**src/slpg_pkg.sv**
```systemverilog
`timescale 1ns / 1ps
// Shared constants, codes and types of the status LED pattern generator.
package slpg_pkg;

  localparam int TIME_BITS = 32;

  localparam int LEVEL_W = 8;
  localparam int KIND_W  = 2;
  localparam int MODE_W  = 3;

  localparam logic [LEVEL_W-1:0] BRIGHT_RESET = 8'd20;

  localparam int FLASH_MS      = 80;
  localparam int BOOT_SLOT     = 100;
  localparam int LINK_PERIOD   = 1500;
  localparam int LINK_ON       = 300;
  localparam int BACKEND_SLOT  = 200;
  localparam int BACKEND_SLOTS = 10;
  localparam int ERROR_SLOT    = 150;
  localparam int ERROR_SLOTS   = 20;

  localparam int BOOT_SUB_W = $clog2(BOOT_SLOT);
  localparam int LINK_W     = $clog2(LINK_PERIOD);
  localparam int BK_SUB_W   = $clog2(BACKEND_SLOT);
  localparam int BK_SLOT_W  = $clog2(BACKEND_SLOTS);
  localparam int ERR_SUB_W  = $clog2(ERROR_SLOT);
  localparam int ERR_SLOT_W = $clog2(ERROR_SLOTS);

  localparam logic [ERROR_SLOTS-1:0] ERROR_ON_MASK = 20'h151D5;

  typedef enum logic [KIND_W-1:0] {
    KIND_TICK  = 2'd0,
    KIND_FLASH = 2'd1,
    KIND_MODE  = 2'd2
  } kind_t;

  typedef enum logic [MODE_W-1:0] {
    MODE_BOOT       = 3'd0,
    MODE_NO_LINK    = 3'd1,
    MODE_NO_BACKEND = 3'd2,
    MODE_ONLINE     = 3'd3,
    MODE_ERROR      = 3'd4
  } mode_t;

  typedef logic [TIME_BITS-1:0] time_t;
  typedef logic [LEVEL_W-1:0]   level_t;

endpackage

```
**src/slpg_intf.sv**
```systemverilog
`timescale 1ns / 1ps
// Handshake channel interfaces of the status LED pattern generator.
interface slpg_item_if;
  logic                        valid;
  logic                        ready;
  logic [slpg_pkg::KIND_W-1:0] kind;
  logic [slpg_pkg::MODE_W-1:0] mode;
  modport source (output valid, output kind, output mode, input ready);
  modport sink (input valid, input kind, input mode, output ready);
endinterface

interface slpg_cfg_if;
  logic                  valid;
  logic                  ready;
  slpg_pkg::level_t      data;
  modport source (output valid, output data, input ready);
  modport sink (input valid, input data, output ready);
endinterface

interface slpg_result_if;
  logic             valid;
  logic             ready;
  slpg_pkg::level_t red;
  slpg_pkg::level_t green;
  slpg_pkg::level_t blue;
  logic             lit;
  modport source (output valid, output red, output green, output blue, output lit,
                  input ready);
  modport sink (input valid, input red, input green, input blue, input lit,
                output ready);
endinterface

```
**src/status_led_pattern_generator.sv**
```systemverilog
`timescale 1ns / 1ps
// Status LED pattern generator: top level with counters, mode, flash timer and colour.
// Latency: a result is valid in the cycle after its item's transfer.
// Throughput: one item per cycle; the input is taken while the result register
// is empty or being emptied, so a stalled result holds back the next item.
// Reset (synchronous, active high) clears the counters, the flash and the colour,
// selects boot mode and sets the brightness to 20. The configuration port never stalls.
module status_led_pattern_generator (
  input logic clk,
  input logic rst,
  slpg_item_if.sink item,
  slpg_cfg_if.sink cfg,
  slpg_result_if.source result
);

  slpg_pkg::level_t brightness;
  slpg_pkg::time_t  ms_count, ms_count_next;
  slpg_pkg::time_t  flash_begin, flash_begin_next;
  logic             flash_on, flash_on_next;
  logic [slpg_pkg::MODE_W-1:0] led_mode, led_mode_next;
  slpg_pkg::level_t red, red_next, green, green_next, blue, blue_next;
  logic             lit, lit_next;
  logic             res_valid;

  logic [slpg_pkg::BOOT_SUB_W-1:0] boot_sub, boot_sub_next;
  logic                            boot_odd, boot_odd_next;
  logic [slpg_pkg::LINK_W-1:0]     link_pos, link_pos_next;
  logic [slpg_pkg::BK_SUB_W-1:0]   bk_sub, bk_sub_next;
  logic [slpg_pkg::BK_SLOT_W-1:0]  bk_slot, bk_slot_next;
  logic [slpg_pkg::ERR_SUB_W-1:0]  err_sub, err_sub_next;
  logic [slpg_pkg::ERR_SLOT_W-1:0] err_slot, err_slot_next;

  logic            accept;
  logic            wrap;
  slpg_pkg::time_t age;
  logic            pattern_on;

  assign item.ready = !res_valid || result.ready;
  assign accept     = item.valid && item.ready;
  assign cfg.ready  = 1'b1;

  assign result.valid = res_valid;
  assign result.red   = red;
  assign result.green = green;
  assign result.blue  = blue;
  assign result.lit   = lit;

  // The phase counters follow the millisecond counter and restart with it on wrap.
  always_comb begin
    wrap = &ms_count;
    boot_sub_next = '0;
    boot_odd_next = 1'b0;
    link_pos_next = '0;
    bk_sub_next   = '0;
    bk_slot_next  = '0;
    err_sub_next  = '0;
    err_slot_next = '0;
    if (!wrap) begin
      boot_odd_next = boot_odd;
      if (boot_sub == slpg_pkg::BOOT_SUB_W'(slpg_pkg::BOOT_SLOT - 1)) begin
        boot_odd_next = !boot_odd;
      end else begin
        boot_sub_next = boot_sub + 1'b1;
      end
      if (link_pos != slpg_pkg::LINK_W'(slpg_pkg::LINK_PERIOD - 1)) begin
        link_pos_next = link_pos + 1'b1;
      end
      bk_slot_next = bk_slot;
      if (bk_sub == slpg_pkg::BK_SUB_W'(slpg_pkg::BACKEND_SLOT - 1)) begin
        if (bk_slot != slpg_pkg::BK_SLOT_W'(slpg_pkg::BACKEND_SLOTS - 1)) begin
          bk_slot_next = bk_slot + 1'b1;
        end else begin
          bk_slot_next = '0;
        end
      end else begin
        bk_sub_next = bk_sub + 1'b1;
      end
      err_slot_next = err_slot;
      if (err_sub == slpg_pkg::ERR_SUB_W'(slpg_pkg::ERROR_SLOT - 1)) begin
        if (err_slot != slpg_pkg::ERR_SLOT_W'(slpg_pkg::ERROR_SLOTS - 1)) begin
          err_slot_next = err_slot + 1'b1;
        end else begin
          err_slot_next = '0;
        end
      end else begin
        err_sub_next = err_sub + 1'b1;
      end
    end
  end

  always_comb begin
    ms_count_next    = ms_count;
    flash_begin_next = flash_begin;
    flash_on_next    = flash_on;
    led_mode_next    = led_mode;
    red_next         = red;
    green_next       = green;
    blue_next        = blue;
    age              = ms_count + 1'b1 - flash_begin;
    pattern_on       = 1'b0;
    case (item.kind)
      slpg_pkg::KIND_TICK: begin
        ms_count_next = ms_count + 1'b1;
        if (flash_on && age > slpg_pkg::TIME_BITS'(slpg_pkg::FLASH_MS)) begin
          flash_on_next = 1'b0;
        end
        if (!flash_on_next) begin
          case (led_mode)
            slpg_pkg::MODE_BOOT: begin
              pattern_on = !boot_odd_next;
              red_next   = '0;
              green_next = '0;
              blue_next  = pattern_on ? brightness : '0;
            end
            slpg_pkg::MODE_NO_LINK: begin
              pattern_on = link_pos_next < slpg_pkg::LINK_W'(slpg_pkg::LINK_ON);
              red_next   = pattern_on ? brightness : '0;
              green_next = pattern_on ? (brightness >> 1) : '0;
              blue_next  = '0;
            end
            slpg_pkg::MODE_NO_BACKEND: begin
              pattern_on = (bk_slot_next == slpg_pkg::BK_SLOT_W'(0))
                        || (bk_slot_next == slpg_pkg::BK_SLOT_W'(2));
              red_next   = pattern_on ? brightness : '0;
              green_next = pattern_on ? (brightness >> 2) : '0;
              blue_next  = '0;
            end
            slpg_pkg::MODE_ONLINE: begin
              red_next   = '0;
              green_next = brightness;
              blue_next  = '0;
            end
            slpg_pkg::MODE_ERROR: begin
              pattern_on = slpg_pkg::ERROR_ON_MASK[err_slot_next];
              red_next   = pattern_on ? brightness : '0;
              green_next = '0;
              blue_next  = '0;
            end
            default: begin
            end
          endcase
        end
      end
      slpg_pkg::KIND_FLASH: begin
        flash_on_next    = 1'b1;
        flash_begin_next = ms_count;
        red_next         = brightness;
        green_next       = brightness;
        blue_next        = brightness;
      end
      slpg_pkg::KIND_MODE: begin
        led_mode_next = item.mode;
      end
      default: begin
      end
    endcase
    lit_next = (red_next != '0) || (green_next != '0) || (blue_next != '0);
  end

  always_ff @(posedge clk) begin
    if (rst) begin
      brightness  <= slpg_pkg::BRIGHT_RESET;
      ms_count    <= '0;
      flash_begin <= '0;
      flash_on    <= 1'b0;
      led_mode    <= slpg_pkg::MODE_BOOT;
      red         <= '0;
      green       <= '0;
      blue        <= '0;
      lit         <= 1'b0;
      res_valid   <= 1'b0;
      boot_sub    <= '0;
      boot_odd    <= 1'b0;
      link_pos    <= '0;
      bk_sub      <= '0;
      bk_slot     <= '0;
      err_sub     <= '0;
      err_slot    <= '0;
    end else begin
      if (cfg.valid) begin
        brightness <= cfg.data;
      end
      if (accept) begin
        ms_count    <= ms_count_next;
        flash_begin <= flash_begin_next;
        flash_on    <= flash_on_next;
        led_mode    <= led_mode_next;
        red         <= red_next;
        green       <= green_next;
        blue        <= blue_next;
        lit         <= lit_next;
        res_valid   <= 1'b1;
        if (item.kind == slpg_pkg::KIND_TICK) begin
          boot_sub <= boot_sub_next;
          boot_odd <= boot_odd_next;
          link_pos <= link_pos_next;
          bk_sub   <= bk_sub_next;
          bk_slot  <= bk_slot_next;
          err_sub  <= err_sub_next;
          err_slot <= err_slot_next;
        end
      end else if (result.ready) begin
        res_valid <= 1'b0;
      end
    end
  end

endmodule

```
**src/flat_wrapper.sv**
```systemverilog
// flat-port wrapper written by rule: the top's interface ports become plain ports
module status_led_pattern_generator_flat 
  (clk, rst, item_valid, item_kind, item_mode, item_ready, cfg_valid, cfg_data, cfg_ready, result_valid, result_red, result_green, result_blue, result_lit, result_ready);
  slpg_item_if item_i ();
  slpg_cfg_if cfg_i ();
  slpg_result_if result_i ();
  input logic clk;
  input logic rst;
  input wire logic [$bits(item_i.valid)-1:0] item_valid;
  input wire logic [$bits(item_i.kind)-1:0] item_kind;
  input wire logic [$bits(item_i.mode)-1:0] item_mode;
  output wire logic [$bits(item_i.ready)-1:0] item_ready;
  input wire logic [$bits(cfg_i.valid)-1:0] cfg_valid;
  input wire logic [$bits(cfg_i.data)-1:0] cfg_data;
  output wire logic [$bits(cfg_i.ready)-1:0] cfg_ready;
  output wire logic [$bits(result_i.valid)-1:0] result_valid;
  output wire logic [$bits(result_i.red)-1:0] result_red;
  output wire logic [$bits(result_i.green)-1:0] result_green;
  output wire logic [$bits(result_i.blue)-1:0] result_blue;
  output wire logic [$bits(result_i.lit)-1:0] result_lit;
  input wire logic [$bits(result_i.ready)-1:0] result_ready;
  assign item_i.valid = item_valid;
  assign item_i.kind = item_kind;
  assign item_i.mode = item_mode;
  assign item_ready = item_i.ready;
  assign cfg_i.valid = cfg_valid;
  assign cfg_i.data = cfg_data;
  assign cfg_ready = cfg_i.ready;
  assign result_valid = result_i.valid;
  assign result_red = result_i.red;
  assign result_green = result_i.green;
  assign result_blue = result_i.blue;
  assign result_lit = result_i.lit;
  assign result_i.ready = result_ready;
  status_led_pattern_generator u_core (.clk(clk), .rst(rst), .item(item_i), .cfg(cfg_i), .result(result_i));
endmodule
```
**config.mk**
```make
export PLATFORM = sky130hd
export DESIGN_NAME = status_led_pattern_generator_flat
export DESIGN_NICKNAME = d
export VERILOG_FILES = /design/src/slpg_pkg.sv /design/src/slpg_intf.sv /design/src/status_led_pattern_generator.sv /design/src/flat_wrapper.sv
export SDC_FILE = /design/constraint.sdc
export NUM_CORES = 1
export LEC_CHECK = 0
export BUFFER_PORTS_ARGS = -buffer_cell sky130_fd_sc_hd__buf_2
export CAP_MARGIN = 20
export CORE_UTILIZATION = 35
export CTS_CLUSTER_DIAMETER = 40
export DETAILED_ROUTE_END_ITERATION = 10
export PLACE_DENSITY_LB_ADDON = 0.15
export SYNTH_ARGS = -nofsm -noshare
export SYNTH_HDL_FRONTEND = slang
export SYNTH_SLANG_ARGS = --single-unit
```
**constraint.sdc**
```tcl
create_clock -name clk -period 10.6 [get_ports clk]
set_clock_uncertainty 0.05 [all_clocks]
set_input_delay 1.59 -clock clk [delete_from_list [all_inputs] [get_ports clk]]
set_output_delay 1.59 -clock clk [all_outputs]
set_load 0.1 [all_outputs]
```
# --- Yosys cells after proc, flatten, opt, wreduce, memory -nomap -nowiden ---
# Memory sizes are Yosys's and may differ from the RTL's.
# Cells that the tools add are included.
word_totals:
  ff_bits: 146
  romBits: 32
  out_inout_bits: 28
  n_memories: 1
op_classes:
  addsub: 8
  order_cmp: 3
  n_eq_ne: 13
  n_mux: 37
  n_reduce_logical: 24
mem_list:
  columns: ["name", "depth", "width", "rd", "rd_clocked_by_memory_dff", "wr", "line", "source"]
  rows:
  - ["(name not given)", 32, 1, 1, 0, 0, "status_led_pattern_generator.sv:134", "pattern_on = slpg_pkg::ERROR_ON_MASK[err_slot_next];"]
op_table:
  columns: ["op", "count"]
  rows:
  - ["$mux 8", 11]
  - ["$pmux 8 s2", 4]
  - ["$pmux 8 s4", 2]
  - ["$add 32x1->32 const B", 1]
  - ["$gt 32x7->1 const B", 1]
  - ["$reduce_and 32->1", 1]
  - ["$sub 32x32->32", 1]
  - ["$reduce_bool 8->1", 3]
  - ["$mux 11", 2]
  - ["$mux 7", 3]
  - ["$add 8x1->8 const B", 2]
  - ["$eq 8x8->1 const B", 2]
  - ["$mux 5", 3]
  - ["$mux 4", 3]
  - ["$add 11x1->11 const B", 1]
  - ["$lt 11x9->1 const B", 1]
  - ["$ne 11x11->1 const B", 1]
  - ["$reduce_and 2->1", 4]
  - ["$add 7x1->7 const B", 1]
  - ["$eq 7x7->1 const B", 1]
  - ["$mux 1", 7]
  - ["$eq 3x2->1 const B", 2]
  - ["$lt 5x6->1 const B", 1]
  - ["$mux 6", 1]
  - ["other kinds (19)", 26]

# --- Logic depth before layout (Yosys ltp) ---
depth:
  depth_word: 13
  ltp_mapped: 24
  depth_no_buf: 21

# --- Worst setup path before layout ---
# Ideal clock, no wire load.
synth_path:
  path_kind: "reg2reg"
  start: "register u_core.ms_count[0]"
  end: "register u_core.lit, in the netlist u_core.result.lit"
  setup_ns: 0.126
  t_arrival_ns: 5.242
  t_required_ns: 10.424
  setup_slack_ns: 5.181
  stages_incl_launch_ff: 22
  cell_sequence: "dfxtp_1 -> ha_1 -> nand3_1 -> nor2_1 -> and3_1 -> and3_1 -> nand3_1 -> nor2_1 -> xor2_1 -> ha_1 -> clkbuf_1 -> nand4_1 -> or3_1 -> o311a_1 -> a21oi_1 -> xor2_1 -> or4b_1 -> or3_1 -> or4_1 -> a2111oi_0 -> and4b_1 -> a31oi_1"
synth_via:
  elab_chain_cells: 11
  word_cells_on_any_way: 37
  classes_between: "add/sub: 2; order compare: 2; eq/ne: 1; mux: 22; reduce/logical: 9; memory: 1"
synth_rtl:
  columns: ["item", "line", "source"]
  rows:
  - ["start: declaration", "status_led_pattern_generator.sv:17", "slpg_pkg::time_t ms_count, ms_count_next;"]
  - ["start signal: assignment", "status_led_pattern_generator.sv:184", "ms_count <= ms_count_next;"]
  - ["$add 32x1->32 / $reduce_and 32->1 (equally long branches)", "status_led_pattern_generator.sv:99, status_led_pattern_generator.sv:50", null]
  - ["$sub 32x32->32 (tied with other cells)", "status_led_pattern_generator.sv:99", "age = ms_count + 1'b1 - flash_begin;"]
  - ["$gt 32x7->1 (tied with other cells)", "status_led_pattern_generator.sv:104", "if (flash_on && age > slpg_pkg::TIME_BITS'(slpg_pkg::FLASH_MS)) begin"]
  - ["$logic_and 1x1->1 (tied with other cells)", "status_led_pattern_generator.sv:104", null]
  - ["$mux 1 (tied with other cells)", "status_led_pattern_generator.sv:104", null]
  - ["$mux 1 / $pmux 8 s4 (equally long branches)", "status_led_pattern_generator.sv:101, status_led_pattern_generator.sv:108", null]
  - ["$mux 8", "status_led_pattern_generator.sv:107", "if (!flash_on_next) begin"]
  - ["$pmux 8 s2", "status_led_pattern_generator.sv:101", "case (item.kind)"]
  - ["$reduce_bool 8->1", "status_led_pattern_generator.sv:157", "lit_next = (red_next != '0) || (green_next != '0) || (blue_next != '0);"]
  - ["$logic_or 1x1->1", "status_led_pattern_generator.sv:157", null]
  - ["$logic_or 1x1->1 *", "status_led_pattern_generator.sv:157", null]
  - ["end signal: assignment", "status_led_pattern_generator.sv:191", "lit <= lit_next;"]
  - ["end: declaration", "status_led_pattern_generator.sv:22", "logic lit, lit_next;"]
# Every way passes the cells marked *; elsewhere a longest branch is shown, timed or not. The select of a mux whose other input is x is not followed.
# A chain may end at the register's enable or synchronous reset.

# --- Worst setup path in the final report ---
layout_path:
  start: "register u_core.ms_count[0]"
  end: "register u_core.blue[2], in the netlist u_core.result.blue[2]"
layout_via:
  elab_chain_cells: 8
  word_cells_on_any_way: 12
  classes_between: "add/sub: 2; order compare: 1; mux: 7; reduce/logical: 2"
layout_rtl:
  columns: ["item", "line", "source"]
  rows:
  - ["$add 32x1->32", "status_led_pattern_generator.sv:99", null]
  - ["$sub 32x32->32", "status_led_pattern_generator.sv:99", null]
  - ["$gt 32x7->1", "status_led_pattern_generator.sv:104", null]
  - ["$logic_and 1x1->1", "status_led_pattern_generator.sv:104", null]
  - ["$mux 1", "status_led_pattern_generator.sv:104", null]
  - ["$mux 1", "status_led_pattern_generator.sv:101", null]
  - ["$mux 8 *", "status_led_pattern_generator.sv:107", null]
  - ["$pmux 8 s2 *", "status_led_pattern_generator.sv:101", null]
  - ["end signal: assignment", "status_led_pattern_generator.sv:190", "blue <= blue_next;"]
  - ["end: declaration", "status_led_pattern_generator.sv:21", "slpg_pkg::level_t red, red_next, green, green_next, blue, blue_next;"]
# Marks and branches as above.

==> key figures <==
Placement
  – IO buf count: 44
  – Hpwl dp: 19.8 mm
  – Global placement routability congestion: 0.964

CTS
  – Num CTS Buffers: 17
  – CTS Hold Bufs: 0
  – H-Tree Depth: 4
  – Post-CTS Setup Bufs: 0
  – Clock sinks: 146
  – CTS tree: built
  – Root Driver: clkbuf_16
  – Clk Latency, worst-skew pair: 0.45 ns
  – Max clock buf depth: 2
  – Post-cts sizing count: 0
  – CTS clk-pin slew, worst paths: 0.07 ns

Setup path
  – Worst reg2reg path depth: 20
  – Reg-to-reg endpoint: u_core.result.blue[2]$_SDFFE_PP0P_
  – CP required: 10.93 ns
  – Worst-path fanout max: 14
  – CP Class: reg2reg
  – R2R setup slack: 4.02 ns
  – CP arrival: 6.91 ns
  – CP startpoint kind: flip-flop
  – CP endpoint kind: flip-flop
  – CP endpoint: u_core.result.blue[2]$_SDFFE_PP0P_
  – Worst r2r src: u_core.ms_count[0]$_SDFFE_PP0P_
  – Setup crit start: u_core.ms_count[0]$_SDFFE_PP0P_

Logic synthesis
  – Netlist cell types: 83
  – Yosys warns: 0
  – Yosys top cell by area: dfxtp_1
  – Synth Flop Type: dfxtp_1
  – Synthesized area: 0.00973 mm²
  – Register bit total from synthesis: 146
  – Syn nets: 1367
  – Syn_area_per_cell: 7.43 µm²
  – Cells after Synth: 1310
  – Seq/Total Area, Yosys: 30.0%
  – Synth top area cells: dfxtp_1 (30%), a21oi_1 (6.5%), nand2_1 (6.3%)
  – EDFF count, synth: 0
  – Post-synth top cells: nand2_1 (162), nor2_1 (151), dfxtp_1 (146)
  – Top-area cell type share of the netlist area: 30.0%
  – Cell with the most instances after synthesis: nand2_1
  – Async SR Flop Fraction: 0%

Floorplanning
  – Core Rows: 60
  – Die height: 169 µm
  – IO Pins: 46
  – Placeable core area: 0.0271 mm²
  – Die area: 0.0285 mm²
  – DIE WIDTH: 169 µm
  – Starting Density: 35.9%

GRT
  – GRT Resource Usage Total: 20.0%
  – First-pass GRT wire length: 45.7 mm
  – Largest net degree at the start of global routing: 80
  – Vias in the first global route: 8717
  – Initial antenna violation count: 0
  – Grt ovf: 0

Routing
  – Vias per inst: 5.52
  – WL/cell: 16.5 µm
  – ANT nets after route: 0
  – Post-route DRC: 0
  – Via count: 9286
  – Final WL: 27.8 mm
  – Iter 0 DRT Violations: 638
  – DRT Pass-1 Iters: 6

Layout
  – N_diodes: 0
  – Finished Core Util: 39.6%
  – Final nets: 1354
  – Share of cells above drive strength 1: 7.48%
  – Fillcell total: 2873
  – P&R area growth vs syn: 10.4%

Timing
  – Worst slew margin: 35.5%
  – Final Cycle Share: 62.1%
  – Max Clock Freq: 0.152 GHz
  – Setup TNS: 0 ns
  – Tmin final: 6.58 ns
  – Max-slew violations: 0
  – Final number of setup-violating endpoints: 0
  – RSZ-0062 raised after global routing: false
  – Final Hold Viols: 0
  – Tightest Pin Transition: 0.960 ns

Run status
  – Outcome: finished clean

Power
  – Peak supply drop: 101 µV
  – P per Cell Area: 123 mW/mm²
  – LEAKAGE: 4.22 nW

Worst hold path
  – Hold Path Class: reg2reg
  – Hold path depth: 2
  – Hold_sp: u_core.flash_begin[28]$_SDFFE_PP0P_

Flow run
  – Max Cap Violations: 0
==> per-layer routing <==
metal | wire, µm | GRT usage [%]
met1 | 13300 | 27.1
met2 | 12700 | 32.4
met3 | 1430 | 3.46
met4 | 375 | 5.45
met5 | 0 | 0
==> how the worst min path moves through the flow <==
stage / end / slack (ns)
global route: u_core.flash_begin[28]$_SDFFE_PP0P_ / 0.43
finish: u_core.flash_begin[28]$_SDFFE_PP0P_ / 0.40
CTS: u_core.flash_begin[28]$_SDFFE_PP0P_ / 0.41
global placement: u_core.flash_begin[12]$_SDFFE_PP0P_ / 0.39
floorplan: u_core.flash_begin[10]$_SDFFE_PP0P_ / 0.39
detailed placement: u_core.flash_begin[28]$_SDFFE_PP0P_ / 0.40
==> critical path: stages (launching register included) <==
cell and delay (ns):
dfxtp_1 0.46, ha_1 0.25, nand3_1 0.20, nor2_1 0.33, and3_1 0.26, and3_1 0.23, nand3_1 0.16, xnor2_1 0.17
ha_1 0.43, nand4_1 0.33, a211oi_2 0.56, nor3_1 0.16, nor4b_1 0.37, and4b_1 0.22, nor4bb_1 0.43, nand4b_1 0.57
and2_1 0.43, o21ai_1 0.47, buf_6 0.22, a22oi_1 0.09, nor2_1 0.14
==> flip-flops by register name, summed over array words and instances, names as in the netlist <==
name	count
u_core.bk_slot	4
u_core.bk_sub	8
u_core.boot_odd	1
u_core.boot_sub	7
u_core.brightness	8
u_core.err_slot	5
u_core.err_sub	8
u_core.flash_begin	32
u_core.flash_on	1
u_core.led_mode	3
u_core.link_pos	11
u_core.ms_count	32
u_core.result.blue	8
u_core.result.green	8
u_core.result.lit	1
u_core.result.red	8
u_core.result.valid	1
==> cell families (layout without fill, tap and decap cells) <==
kind of cell / Yosys count / after routing / synth area share (%)
multiplexers: 18 / 18 / 1.88
adder cells (fa/ha/maj): 39 / 39 / 5.09
buffers and inverters: 136 / 136 / 5.36
other: 1 / 1 / 0.0385
AO/OA/AOI/OAI: 336 / 336 / 22.1
AND/OR/NAND/NOR: 552 / 552 / 28.1
flip-flops: 146 / 146 / 30.0
XOR/XNOR: 82 / 82 / 7.38
==> where the power goes <==
group / leakage, nW / switching, mW / internal [mW]
logic: 2.75 / 0.0912 / 0.0354
clock network: 0.287 / 0.288 / 0.336
registers: 1.18 / 0.0124 / 0.557
total: 4.22 / 0.392 / 0.928
==> through the flow <==
step                      power [mW]  setup WS, ns  hold WS (ns)  cells  instance area (µm²)
final                           1.32          4.02         0.405   1682                10700
after global placement         0.707          3.76         0.393   1647                10100
after detailed placement       0.707          4.03         0.398   1649                10100
after floorplan                0.676          5.18         0.386   1310                 9730
after global routing            1.37          3.54         0.428   1682                10700
after CTS                       1.34          4.00         0.407   1681                10700
==> cells in the final DEF (no fill, tap or decap), types with 6 or more instances in the layout <==
master	n
a211oi_1	13
a31oi_1	8
xor2_1	53
a22o_1	6
o21a_1	6
nand4b_1	6
and2_1	12
nand2b_1	12
a21oi_1	126
ha_1	38
nor4b_1	6
or3_1	16
nor2_1	151
nor3b_1	10
a21o_1	11
nor4_1	11
and3_1	22
dfxtp_1	146
mux2i_1	16
and3b_1	6
o2111ai_1	6
buf_2	43
nand4_1	28
nor3_1	24
o21ai_0	58
o211ai_1	9
and4_1	10
nand3_1	36
nand2_1	162
a22oi_1	18
nor2b_1	13
inv_1	53
a21boi_0	7
clkbuf_16	17
xnor2_1	29
==> area by class of cell <==
class | instances | area, µm² | area share [%]
multi-input combinational | 1028 | 6290 | 58.6
inverter | 53 | 199 | 1.85
timing repair buffer | 51 | 273 | 2.54
tap | 372 | 465 | 4.33
clock buffer | 18 | 429 | 4.00
clock inverter | 14 | 160 | 1.49
sequential | 146 | 2920 | 27.2
Power figures use the tool's default switching activity.
